File: src/assert_macros.svh
// Assertion macros for the modules that check their own logic.
`ifndef ASSERT_MACROS_SVH
`define ASSERT_MACROS_SVH

// Check a condition that must hold in the same cycle as its trigger.
`define CHECK_NOW(label, clock, reset, trig, cond) \
  label: assert property (@(posedge clock) disable iff (reset) (trig) |-> (cond)) \
    else $error("check failed");

// Check a condition that must hold in the cycle after its trigger.
`define CHECK_NEXT(label, clock, reset, trig, cond) \
  label: assert property (@(posedge clock) disable iff (reset) (trig) |=> (cond)) \
    else $error("check failed");

`endif

File: src/p12ac_pkg.sv
// Types, constants and per-cell arithmetic for the packed 12-bit unpacker.
package p12ac_pkg;

  localparam int PixelBits = 12;
  localparam int ShadeBits = 8;
  localparam int CellCount = ShadeBits;

  localparam logic [PixelBits-1:0] FullScale = '1;
  localparam logic [ShadeBits-1:0] ShadeMax  = '1;
  localparam logic [ShadeBits-1:0] ShadeMin  = '0;

  typedef struct packed {
    logic [7:0] byte_zero;
    logic [7:0] byte_one;
    logic [7:0] byte_two;
    logic       frame_end;
  } in_t;

  typedef struct packed {
    logic [PixelBits-1:0] raw_first;
    logic [PixelBits-1:0] raw_second;
    logic [ShadeBits-1:0] shade_first;
    logic [ShadeBits-1:0] shade_second;
    logic [PixelBits-1:0] frame_low;
    logic [PixelBits-1:0] frame_high;
    logic                 frame_done;
  } out_t;

  // One pixel's division: a settled shade, or a partial remainder plus
  // dividend bits shifting out while quotient bits shift in.
  typedef struct packed {
    logic                 fixed;
    logic [ShadeBits-1:0] fixed_val;
    logic [PixelBits-1:0] rem;
    logic [ShadeBits-1:0] qs;
  } lane_t;

  typedef struct packed {
    lane_t                first;
    lane_t                second;
    logic [PixelBits-1:0] divisor;
    logic [PixelBits-1:0] raw_first;
    logic [PixelBits-1:0] raw_second;
    logic [PixelBits-1:0] frame_low;
    logic [PixelBits-1:0] frame_high;
    logic                 frame_done;
  } item_t;

  // Set up the division of 255*(v-low) by (high-low), or settle the shade
  // outright when the range is empty or the pixel lies outside it.
  function automatic lane_t lane_init(logic [PixelBits-1:0] v,
                                      logic [PixelBits-1:0] plo,
                                      logic [PixelBits-1:0] phi);
    lane_t                          l;
    logic [PixelBits-1:0]           diff;
    logic [PixelBits+ShadeBits-1:0] num;
    diff = v - plo;
    num  = {diff, {ShadeBits{1'b0}}} - {{ShadeBits{1'b0}}, diff};
    l.rem       = num[PixelBits+ShadeBits-1:ShadeBits];
    l.qs        = num[ShadeBits-1:0];
    l.fixed     = 1'b0;
    l.fixed_val = ShadeMin;
    if (phi <= plo) begin
      l.fixed     = 1'b1;
      l.fixed_val = (v > plo) ? ShadeMax : ShadeMin;
    end else if (v <= plo) begin
      l.fixed     = 1'b1;
      l.fixed_val = ShadeMin;
    end else if (v >= phi) begin
      l.fixed     = 1'b1;
      l.fixed_val = ShadeMax;
    end
    return l;
  endfunction

  // One restoring division step: bring down a dividend bit, try the divisor.
  function automatic lane_t lane_step(lane_t l, logic [PixelBits-1:0] d);
    lane_t            r;
    logic [PixelBits:0] trial;
    logic             qbit;
    r     = l;
    trial = {l.rem, l.qs[ShadeBits-1]};
    qbit  = 1'b0;
    if (trial >= {1'b0, d}) begin
      trial = trial - {1'b0, d};
      qbit  = 1'b1;
    end
    r.rem = trial[PixelBits-1:0];
    r.qs  = {l.qs[ShadeBits-2:0], qbit};
    return r;
  endfunction

  // Pick the settled shade or the quotient.
  function automatic logic [ShadeBits-1:0] lane_shade(lane_t l);
    return l.fixed ? l.fixed_val : l.qs;
  endfunction

endpackage

File: src/p12ac_front.sv
// Entry stage: unpack pixels, track the frame range, set up the divisions.
module p12ac_front (
  input  logic              clk,
  input  logic              rst,
  input  logic              valid,
  input  p12ac_pkg::in_t    data,
  output logic              stall,
  input  logic              down_ready,
  output logic              item_valid,
  output p12ac_pkg::item_t  item
);

  logic [p12ac_pkg::PixelBits-1:0] prior_low;
  logic [p12ac_pkg::PixelBits-1:0] prior_high;
  logic [p12ac_pkg::PixelBits-1:0] running_low;
  logic [p12ac_pkg::PixelBits-1:0] running_high;
  logic [p12ac_pkg::PixelBits-1:0] v1;
  logic [p12ac_pkg::PixelBits-1:0] v2;
  logic [p12ac_pkg::PixelBits-1:0] low_next;
  logic [p12ac_pkg::PixelBits-1:0] high_next;
  logic                            ready;
  logic                            accept;

  assign ready  = !item_valid || down_ready;
  assign stall  = !ready;
  assign accept = valid && ready;

  // Unpack both pixels and fold them into the running range.
  always_comb begin
    v1        = {data.byte_zero, data.byte_one[7:4]};
    v2        = {data.byte_two, data.byte_one[3:0]};
    low_next  = running_low;
    high_next = running_high;
    if (v1 < low_next) low_next = v1;
    if (v2 < low_next) low_next = v2;
    if (v1 > high_next) high_next = v1;
    if (v2 > high_next) high_next = v2;
  end

  // Hold the range state and the request for the first cell.
  always_ff @(posedge clk) begin
    if (rst) begin
      item_valid   <= 1'b0;
      prior_low    <= '0;
      prior_high   <= '0;
      running_low  <= p12ac_pkg::FullScale;
      running_high <= '0;
    end else begin
      if (ready) item_valid <= valid;
      if (accept) begin
        if (data.frame_end) begin
          prior_low    <= low_next;
          prior_high   <= high_next;
          running_low  <= p12ac_pkg::FullScale;
          running_high <= '0;
        end else begin
          running_low  <= low_next;
          running_high <= high_next;
        end
      end
    end
  end

  // Capture the request with the range held before it.
  always_ff @(posedge clk) begin
    if (accept) begin
      item.first      <= p12ac_pkg::lane_init(v1, prior_low, prior_high);
      item.second     <= p12ac_pkg::lane_init(v2, prior_low, prior_high);
      item.divisor    <= prior_high - prior_low;
      item.raw_first  <= v1;
      item.raw_second <= v2;
      item.frame_low  <= low_next;
      item.frame_high <= high_next;
      item.frame_done <= data.frame_end;
    end
  end

endmodule

File: src/p12ac_cell.sv
// Division cell: one quotient bit for both pixels, then hand on.
module p12ac_cell (
  input  logic              clk,
  input  logic              rst,
  input  logic              valid_in,
  input  p12ac_pkg::item_t  item_in,
  output logic              ready_out,
  input  logic              ready_in,
  output logic              valid_out,
  output p12ac_pkg::item_t  item_out
);

  p12ac_pkg::item_t item_next;

  assign ready_out = !valid_out || ready_in;

  // Advance the occupancy bit.
  always_ff @(posedge clk) begin
    if (rst) begin
      valid_out <= 1'b0;
    end else if (ready_out) begin
      valid_out <= valid_in;
    end
  end

  // Step both divisions and pass the rest along.
  always_comb begin
    item_next        = item_in;
    item_next.first  = p12ac_pkg::lane_step(item_in.first, item_in.divisor);
    item_next.second = p12ac_pkg::lane_step(item_in.second, item_in.divisor);
  end

  // Capture the stepped request.
  always_ff @(posedge clk) begin
    if (ready_out && valid_in) begin
      item_out <= item_next;
    end
  end

endmodule

File: src/packed12_unpack_autocontrast.sv
// Top level: packed 12-bit pixel unpacker with frame-based contrast stretch.
//
//   channel   direction  handshake                    payload
//   packed    in         packed_valid / packed_stall  packed_data  (p12ac_pkg::in_t)
//   result    out        result_valid / result_stall  result_data  (p12ac_pkg::out_t)
//
// One request enters per cycle while packed_stall is low; each result passes
// through one entry stage plus one cell per shade bit of the divider chain.
// Reset is synchronous; it empties the chain and restores the range state.
// A stalled result holds the last cell; bubbles ahead of it still close up,
// so packed_stall rises only once every stage is occupied.
`include "assert_macros.svh"

module packed12_unpack_autocontrast (
  input  logic              clk,
  input  logic              rst,
  input  logic              packed_valid,
  output logic              packed_stall,
  input  p12ac_pkg::in_t    packed_data,
  output logic              result_valid,
  input  logic              result_stall,
  output p12ac_pkg::out_t   result_data
);

  logic                   vld  [0:p12ac_pkg::CellCount];
  p12ac_pkg::item_t       itm  [0:p12ac_pkg::CellCount];
  logic                   take [1:p12ac_pkg::CellCount+1];
  p12ac_pkg::item_t       last_item;

  p12ac_front u_front (
    .clk        (clk),
    .rst        (rst),
    .valid      (packed_valid),
    .data       (packed_data),
    .stall      (packed_stall),
    .down_ready (take[1]),
    .item_valid (vld[0]),
    .item       (itm[0])
  );

  // Build the divider chain, one cell per shade bit.
  for (genvar i = 0; i < p12ac_pkg::CellCount; i++) begin : g_cell
    p12ac_cell u_cell (
      .clk       (clk),
      .rst       (rst),
      .valid_in  (vld[i]),
      .item_in   (itm[i]),
      .ready_out (take[i+1]),
      .ready_in  (take[i+2]),
      .valid_out (vld[i+1]),
      .item_out  (itm[i+1])
    );
  end

  assign take[p12ac_pkg::CellCount+1] = !result_stall;

  // Present the last cell as the result.
  assign last_item    = itm[p12ac_pkg::CellCount];
  assign result_valid = vld[p12ac_pkg::CellCount];

  always_comb begin
    result_data.raw_first    = last_item.raw_first;
    result_data.raw_second   = last_item.raw_second;
    result_data.shade_first  = p12ac_pkg::lane_shade(last_item.first);
    result_data.shade_second = p12ac_pkg::lane_shade(last_item.second);
    result_data.frame_low    = last_item.frame_low;
    result_data.frame_high   = last_item.frame_high;
    result_data.frame_done   = last_item.frame_done;
  end

  `CHECK_NOW(a_range_order, clk, rst, result_valid, result_data.frame_low <= result_data.frame_high)
  `CHECK_NOW(a_first_in_range, clk, rst, result_valid, (result_data.raw_first >= result_data.frame_low) && (result_data.raw_first <= result_data.frame_high))
  `CHECK_NOW(a_second_in_range, clk, rst, result_valid, (result_data.raw_second >= result_data.frame_low) && (result_data.raw_second <= result_data.frame_high))
  `CHECK_NOW(a_stall_when_full, clk, rst, packed_stall, vld[0] && result_valid && result_stall)

endmodule
File: config.mk
export PLATFORM = sky130hd
export DESIGN_NAME = packed12_unpack_autocontrast
export DESIGN_NICKNAME = d
export VERILOG_FILES = /design/src/p12ac_pkg.sv /design/src/p12ac_front.sv /design/src/p12ac_cell.sv /design/src/packed12_unpack_autocontrast.sv
export VERILOG_INCLUDE_DIRS = /design/src /design/src/src
export SDC_FILE = /design/constraint.sdc
export NUM_CORES = 1
export LEC_CHECK = 0
export BUFFER_PORTS_ARGS = -buffer_cell sky130_fd_sc_hd__buf_2
export CAP_MARGIN = 20
export CORE_ASPECT_RATIO = 1.1
export CORE_UTILIZATION = 25
export DETAILED_ROUTE_END_ITERATION = 10
export MAX_ROUTING_LAYER = met4
export PLACE_DENSITY = 0.45
export SYNTH_ARGS = -nofsm -noshare
export SYNTH_HDL_FRONTEND = slang
export SYNTH_SLANG_ARGS = --single-unit
File: constraint.sdc
create_clock -name clk -period 21.7 [get_ports clk]
set_input_delay 1.085 -clock clk [delete_from_list [all_inputs] [get_ports clk]]
set_output_delay 1.085 -clock clk [all_outputs]
set_load 0.1 [all_outputs]
Yosys cells after proc, flatten, opt, wreduce, memory -nomap -nowiden
Cells that the tools add are included.
{"block": "word_totals", "reg_bits": 1092, "in_bits": 29, "out_inout_bits": 67, "word_cells": 260}
{"block": "op_classes", "add_sub_neg": 19, "order_cmp": 27, "muxes": 46, "reduce_logical": 32}
{"operator": "12-bit 2-to-1 mux", "n": 20}
{"operator": "13-bit by 12-bit >= comparator with 1-bit output", "n": 16}
{"operator": "12-bit subtractor", "n": 17}
{"operator": "8-bit 2-to-1 mux", "n": 8}
{"operator": "12-bit > comparator", "n": 4}
{"operator": "20-bit by 12-bit subtractor with 20-bit output", "n": 2}
{"operator": "12-bit less-or-equal comparator", "n": 3}
{"operator": "12-bit >= comparator", "n": 2}
{"operator": "12-bit less-than comparator", "n": 2}
{"operator": "9-bit 2-to-1 mux", "n": 2}
{"operator": "1-bit 2-to-1 mux", "n": 16}
{"operator": "1-bit zero test", "n": 11}
{"operator": "1-bit logical AND", "n": 9}
{"operator": "1-bit logical OR", "n": 9}
{"operator": "2-bit OR reduction", "n": 2}
{"operator": "2-bit AND reduction", "n": 1}

Longest topological paths before layout
{"block": "logic_depth", "ltp_word": 12, "mapped_depth": 19, "depth_no_buf": 19}

Modules after synthesis
A second synthesis with hierarchy kept.
{"block": "unflattened", "hier_cells": 3427, "area_unflattened_um2": 51486.9}
{"mod": "p12ac_cell", "n_inst": 8, "cells_each": 301, "area_each_um2": 5131.2, "seq_area_each_um2": 3593.4}
{"mod": "p12ac_front", "n_inst": 1, "cells_each": 1000, "area_each_um2": 10171.0, "seq_area_each_um2": 4134.0}
{"mod": "packed12_unpack_autocontrast", "n_inst": 1, "cells_each": 19, "area_each_um2": 266.5, "seq_area_each_um2": 0.0}

Worst setup path before layout
Ideal clock, no wire load.
{"block": "synth_timing", "kind": "input port to flip-flop", "startpoint": "input port result_stall", "endpoint": "register g_cell[0].u_cell.item_out[0] (netlist name), enable pin", "setup_time_ns": 0.730, "arrival_ns": 9.358, "slack_ns": 11.612, "stages": 5, "n_path_buf": 0, "path_cell_list": "and4_1 and2_0 nand3_1 nor2_1 a21boi_0"}
{"block": "synth_between", "elab_chain_len": 10}
{"item": "start, declared", "line_no": "packed12_unpack_autocontrast.sv:21", "rtl": "input logic result_stall,"}
{"item": "1-bit zero test", "line_no": "packed12_unpack_autocontrast.sv:55", "rtl": "assign take[p12ac_pkg::CellCount+1] = !result_stall;"}
{"item": "1-bit logical OR (8 in series)", "line_no": "p12ac_cell.sv:15", "rtl": "assign ready_out = !valid_out || ready_in;"}
{"item": "1-bit logical AND", "line_no": "p12ac_cell.sv:35", "rtl": "if (ready_out && valid_in) begin"}
{"item": "end signal, assigned", "line_no": "p12ac_cell.sv:36", "rtl": "item_out <= item_next;"}
{"item": "end, declared", "line_no": "p12ac_cell.sv:10", "rtl": "output p12ac_pkg::item_t item_out"}
No other way between the ends.
A chain may end at the register's enable or synchronous reset.

Worst setup path after layout
{"block": "layout_timing", "startpoint": "input port packed_data[9] (netlist name)", "endpoint": "register u_front.item[80] (netlist name) (data pin)"}
{"block": "layout_between", "elab_chain_len": 2}
{"item": "start, declared", "line_no": "packed12_unpack_autocontrast.sv:19", "rtl": "input p12ac_pkg::in_t packed_data,"}
{"item": "12-bit subtractor", "line_no": "p12ac_pkg.sv:57", "rtl": "diff = v - plo;"}
{"item": "20-bit by 12-bit subtractor with 20-bit output", "line_no": "p12ac_pkg.sv:58", "rtl": "num = {diff, {ShadeBits{1'b0}}} - {{ShadeBits{1'b0}}, diff};"}
{"item": "end, declared", "line_no": "p12ac_front.sv:10", "rtl": "output p12ac_pkg::item_t item"}
No other way between the ends.

==> impl_results.md <==
- Worst hold path class: reg2reg
- Worst Setup Slack, final: around 17 ns
- Tightest Pin Transition: between 1 and 1.5 ns
- Final period util: 0.215
- Mean area per synthesized cell: 13.5 um2
- Vias per inst: 4.24
- Status: finished, final reports clean
- Rel. slew slack: 0.288
- Slew Viols, Final: 0
- Reg2reg end: u_front.item[80]
- Crit Path Max Fanout: 6
- Vias in the first global route: roughly 25,000
- Layout cells sized above 1: 0.103
- Number of synthesized register bits: ~970
- Setup violations, final: 0
- Worst-Skew Late Latency: 0.73 ns
- Slowest CP cell: fa_1
- CP Data Required Time: roughly 22 ns
- Post-synth EDFFs: approximately 910
- CP Class: in2reg
- WL met2: about 49,000 um
- Hpwl dp: approximately 76,000 um
- Global placement routability congestion: between 0.8 and 0.9
- Pwr Density: between 90 and 100 nW/um2
- Crit-path cells: buf_2 > inv_1 > ha_1 > inv_1 > fa_1 > a21oi_1 > a2bb2oi_1 > a21oi_1 > a21o_1 > a21oi_1 > xnor2_1 > inv_1 > ha_1 > a21o_1 > a21oi_1 > nor2b_1 > nor2b_1 > nand2_1 > nor3_1 > xnor2_1
- Initial cell density of the core: 0.253
- Root cell of the clock tree: clkbuf_16
- Routed len/inst: around 17 um
- Crit path largest cell delay: ~0.41 ns
- Hold Path Stages: 0
- Synth Instances: roughly 3,300
- Area occupied by registers: 28,400 um2
- R2r setup slk: 17.09 ns
- Worst-case reg-to-reg path depth: 18
- Initial DRC Count: 1,409
- Place WS: approximately 16 ns
- Largest net degree at the start of global routing: 75
- Post-route setup TNS: 0 ns
- Post-cts hold buffer count: 0
- Post-synth cell types: 77
- Synth warn: 0
- Top FF cell, synth: edfxtp_1
- Startpoint types: primary input
- Ys async rst share: 0
- Antenna Nets Post-Route: 0
- H-tree depth: 3
- Largest area contributor in the netlist: edfxtp_1
- Critical path's most frequent cell: a21oi_1
- Final WL: around 100,000 um
- WL met1: 45,700 um
- Grt total ovfl: 0
- Die H: roughly 440 um
- Hold path start: g_cell[4].u_cell.item_out[46]
- CP arrival: 5.10 ns
- CTS tree: built
- DR vias: around 25,000
- TritonCTS Buffers: 100
- Multi-input combinational cell area: around 14,000 um2
- FILL cells: 17,800
- Post-CTS setup buffers: 0
- Clock tree buffer depth: 3
- Top Layer Used: met4
- Area share of the largest cell type after synthesis: 0.615
- Fin. Hold Viols: 0
- Core Rows: between 150 and 200
- Die Wd: slightly above 400 um
- Die footprint: ~180,000 um2
- Clock sink total: just under 1,000
- Layout Nets: between 3,000 and 4,000
- Post-route DRC: 0
- Placed cells: approximately 5,700
- Total core area: 176,000 um2
- FF-to-FF Start: u_front.prior_low[0]
- I/O pins: 96
- Global-route wire length before repair: 154,000 um
- Worst-path clk slew: 0.06 ns
- Drt first pass iters: 5
- Hold worst-path end: g_cell[5].u_cell.item_out[46]
- Resized cells post-CTS: 0
- Clock Skew: ~0.062 ns
- Area growth syn-to-layout: 14.9%
- Initial antenna violation count: 1
- Commonest cells after routing, fill and taps aside: edfxtp_1 (909), ha_1 (308), inv_1 (287), nand2_1 (199), o21ai_0 (198)
- Mapped Area: ~44,000 um2
- RSZ-0062 raised after global routing: false
- Sequential share of the synthesized area: 0.641
- Synth top area cells: edfxtp_1 (62%), ha_1 (8.7%), dfxtp_1 (2.6%)
- MaxCap Viol Count: 0
- Mapped Nets: around 3,600
- Most common cell after layout, fill and taps aside: edfxtp_1
- FMAX: approximately 0.21 GHz
- Max rail drop VDD: about 71 uV
- Pleak: ~19 nW
- I/O Buffers: 95
- Pwr Total: approximately 0.0046 W
- Routed wl met3: around 3300 um
- Gr usage total: 0.116
- Crit path time final: approximately 4.7 ns
- Non-Filler Instances: between 5,000 and 6,000
- Critical path capture point type: flip-flop
-- flip-flops by register name, indices dropped and copies added, names as in the netlist --
signal                   cells
u_front.running_high        12
g_cell.u_cell.item_out     804
u_front.prior_low           12
g_cell.u_cell.valid_out      8
u_front.item               105
u_front.item_valid           1
u_front.prior_high          12
u_front.running_low         12
-- worst max-delay path by stage --
stage,to,from
2_1_floorplan,g_cell[0].u_cell.item_out[0],result_stall
6_report,u_front.item[80],packed_data[9]
4_1_cts,u_front.prior_low[7],packed_data[24]
3_3_place_gp,u_front.prior_low[7],packed_data[24]
5_1_grt,u_front.item[80],packed_data[9]
3_5_place_dp,u_front.prior_low[8],packed_data[24]
-- per-stage QoR --
| stage | hold WS [ns] | cell area, um2 | utilization |
|---|---|---|---|
| finish | 0.386 | 51000 | 0.290 |
| global placement | 0.400 | 47600 | 0.271 |
| detailed placement | 0.405 | 47600 | 0.271 |
| global route | 0.387 | 51000 | 0.290 |
| CTS | 0.381 | 50900 | 0.290 |
| floorplan | 0.400 | 44400 | - |
-- per-layer routing --
metal | up-vias | GRT usage
li1 | 12500 | -
met1 | 12000 | 0.142
met2 | 364 | 0.192
met3 | 145 | 0.0159
met4 | 0 | 0.0466
met5 | - | -
-- critical path: cells and delay by family --
kind,cells,cell delay (ns)
AOI/OAI and AO/OA,7,1.44
xor gates and xnor gates,2,0.26
adders and majority gates,3,0.94
buffers and inverters,4,0.47
and+or+nand+nor,4,0.88
-- power by group --
group / internal (W) / leakage (nW) / total (W) / switching, W
Sequential: 0.00215 / 8.80 / 0.00221 / 0.0000556
Clock: 0.000965 / 1.58 / 0.00171 / 0.000741
Combinational: 0.000289 / 8.21 / 0.000714 / 0.000425
-- synth_stat cells (24+ instances only) --
library cell / instances
mux2_2: 42
nor3_1: 63
o21bai_1: 24
a21oi_1: 165
o21ai_0: 203
nor2b_1: 57
o21a_1: 41
buf_4: 49
xor2_1: 66
nand4_1: 48
edfxtp_1: 909
nand2_1: 199
ha_1: 308
nand2b_1: 36
inv_1: 288
nor2_1: 145
clkbuf_1: 42
mux2i_1: 54
a21o_1: 97
dfxtp_1: 57
nand3_1: 36
xnor2_1: 94
-- cell type report --
class / count / share of cell area
Sequential cell: 966 / 0.558
Antenna cell: 1 / 0.0000491
Multi-Input combinational cell: 1942 / 0.282
Clock inverter: 58 / 0.0130
Clock buffer: 131 / 0.0524
Tap cell: 2363 / 0.0580
Timing Repair Buffer: 133 / 0.0149
Inverter: 288 / 0.0213
-- logic make-up after synthesis --
kind of cell / Yosys count / synth area share
adders and majority gates: 325 / 0.0945
buffers and inverters: 386 / 0.0371
muxes: 96 / 0.0228
AOI/OAI and AO/OA: 708 / 0.102
xor gates and xnor gates: 160 / 0.0316
DFF: 966 / 0.641
and+or+nand+nor: 653 / 0.0709
Power figures use the tool's default switching activity.
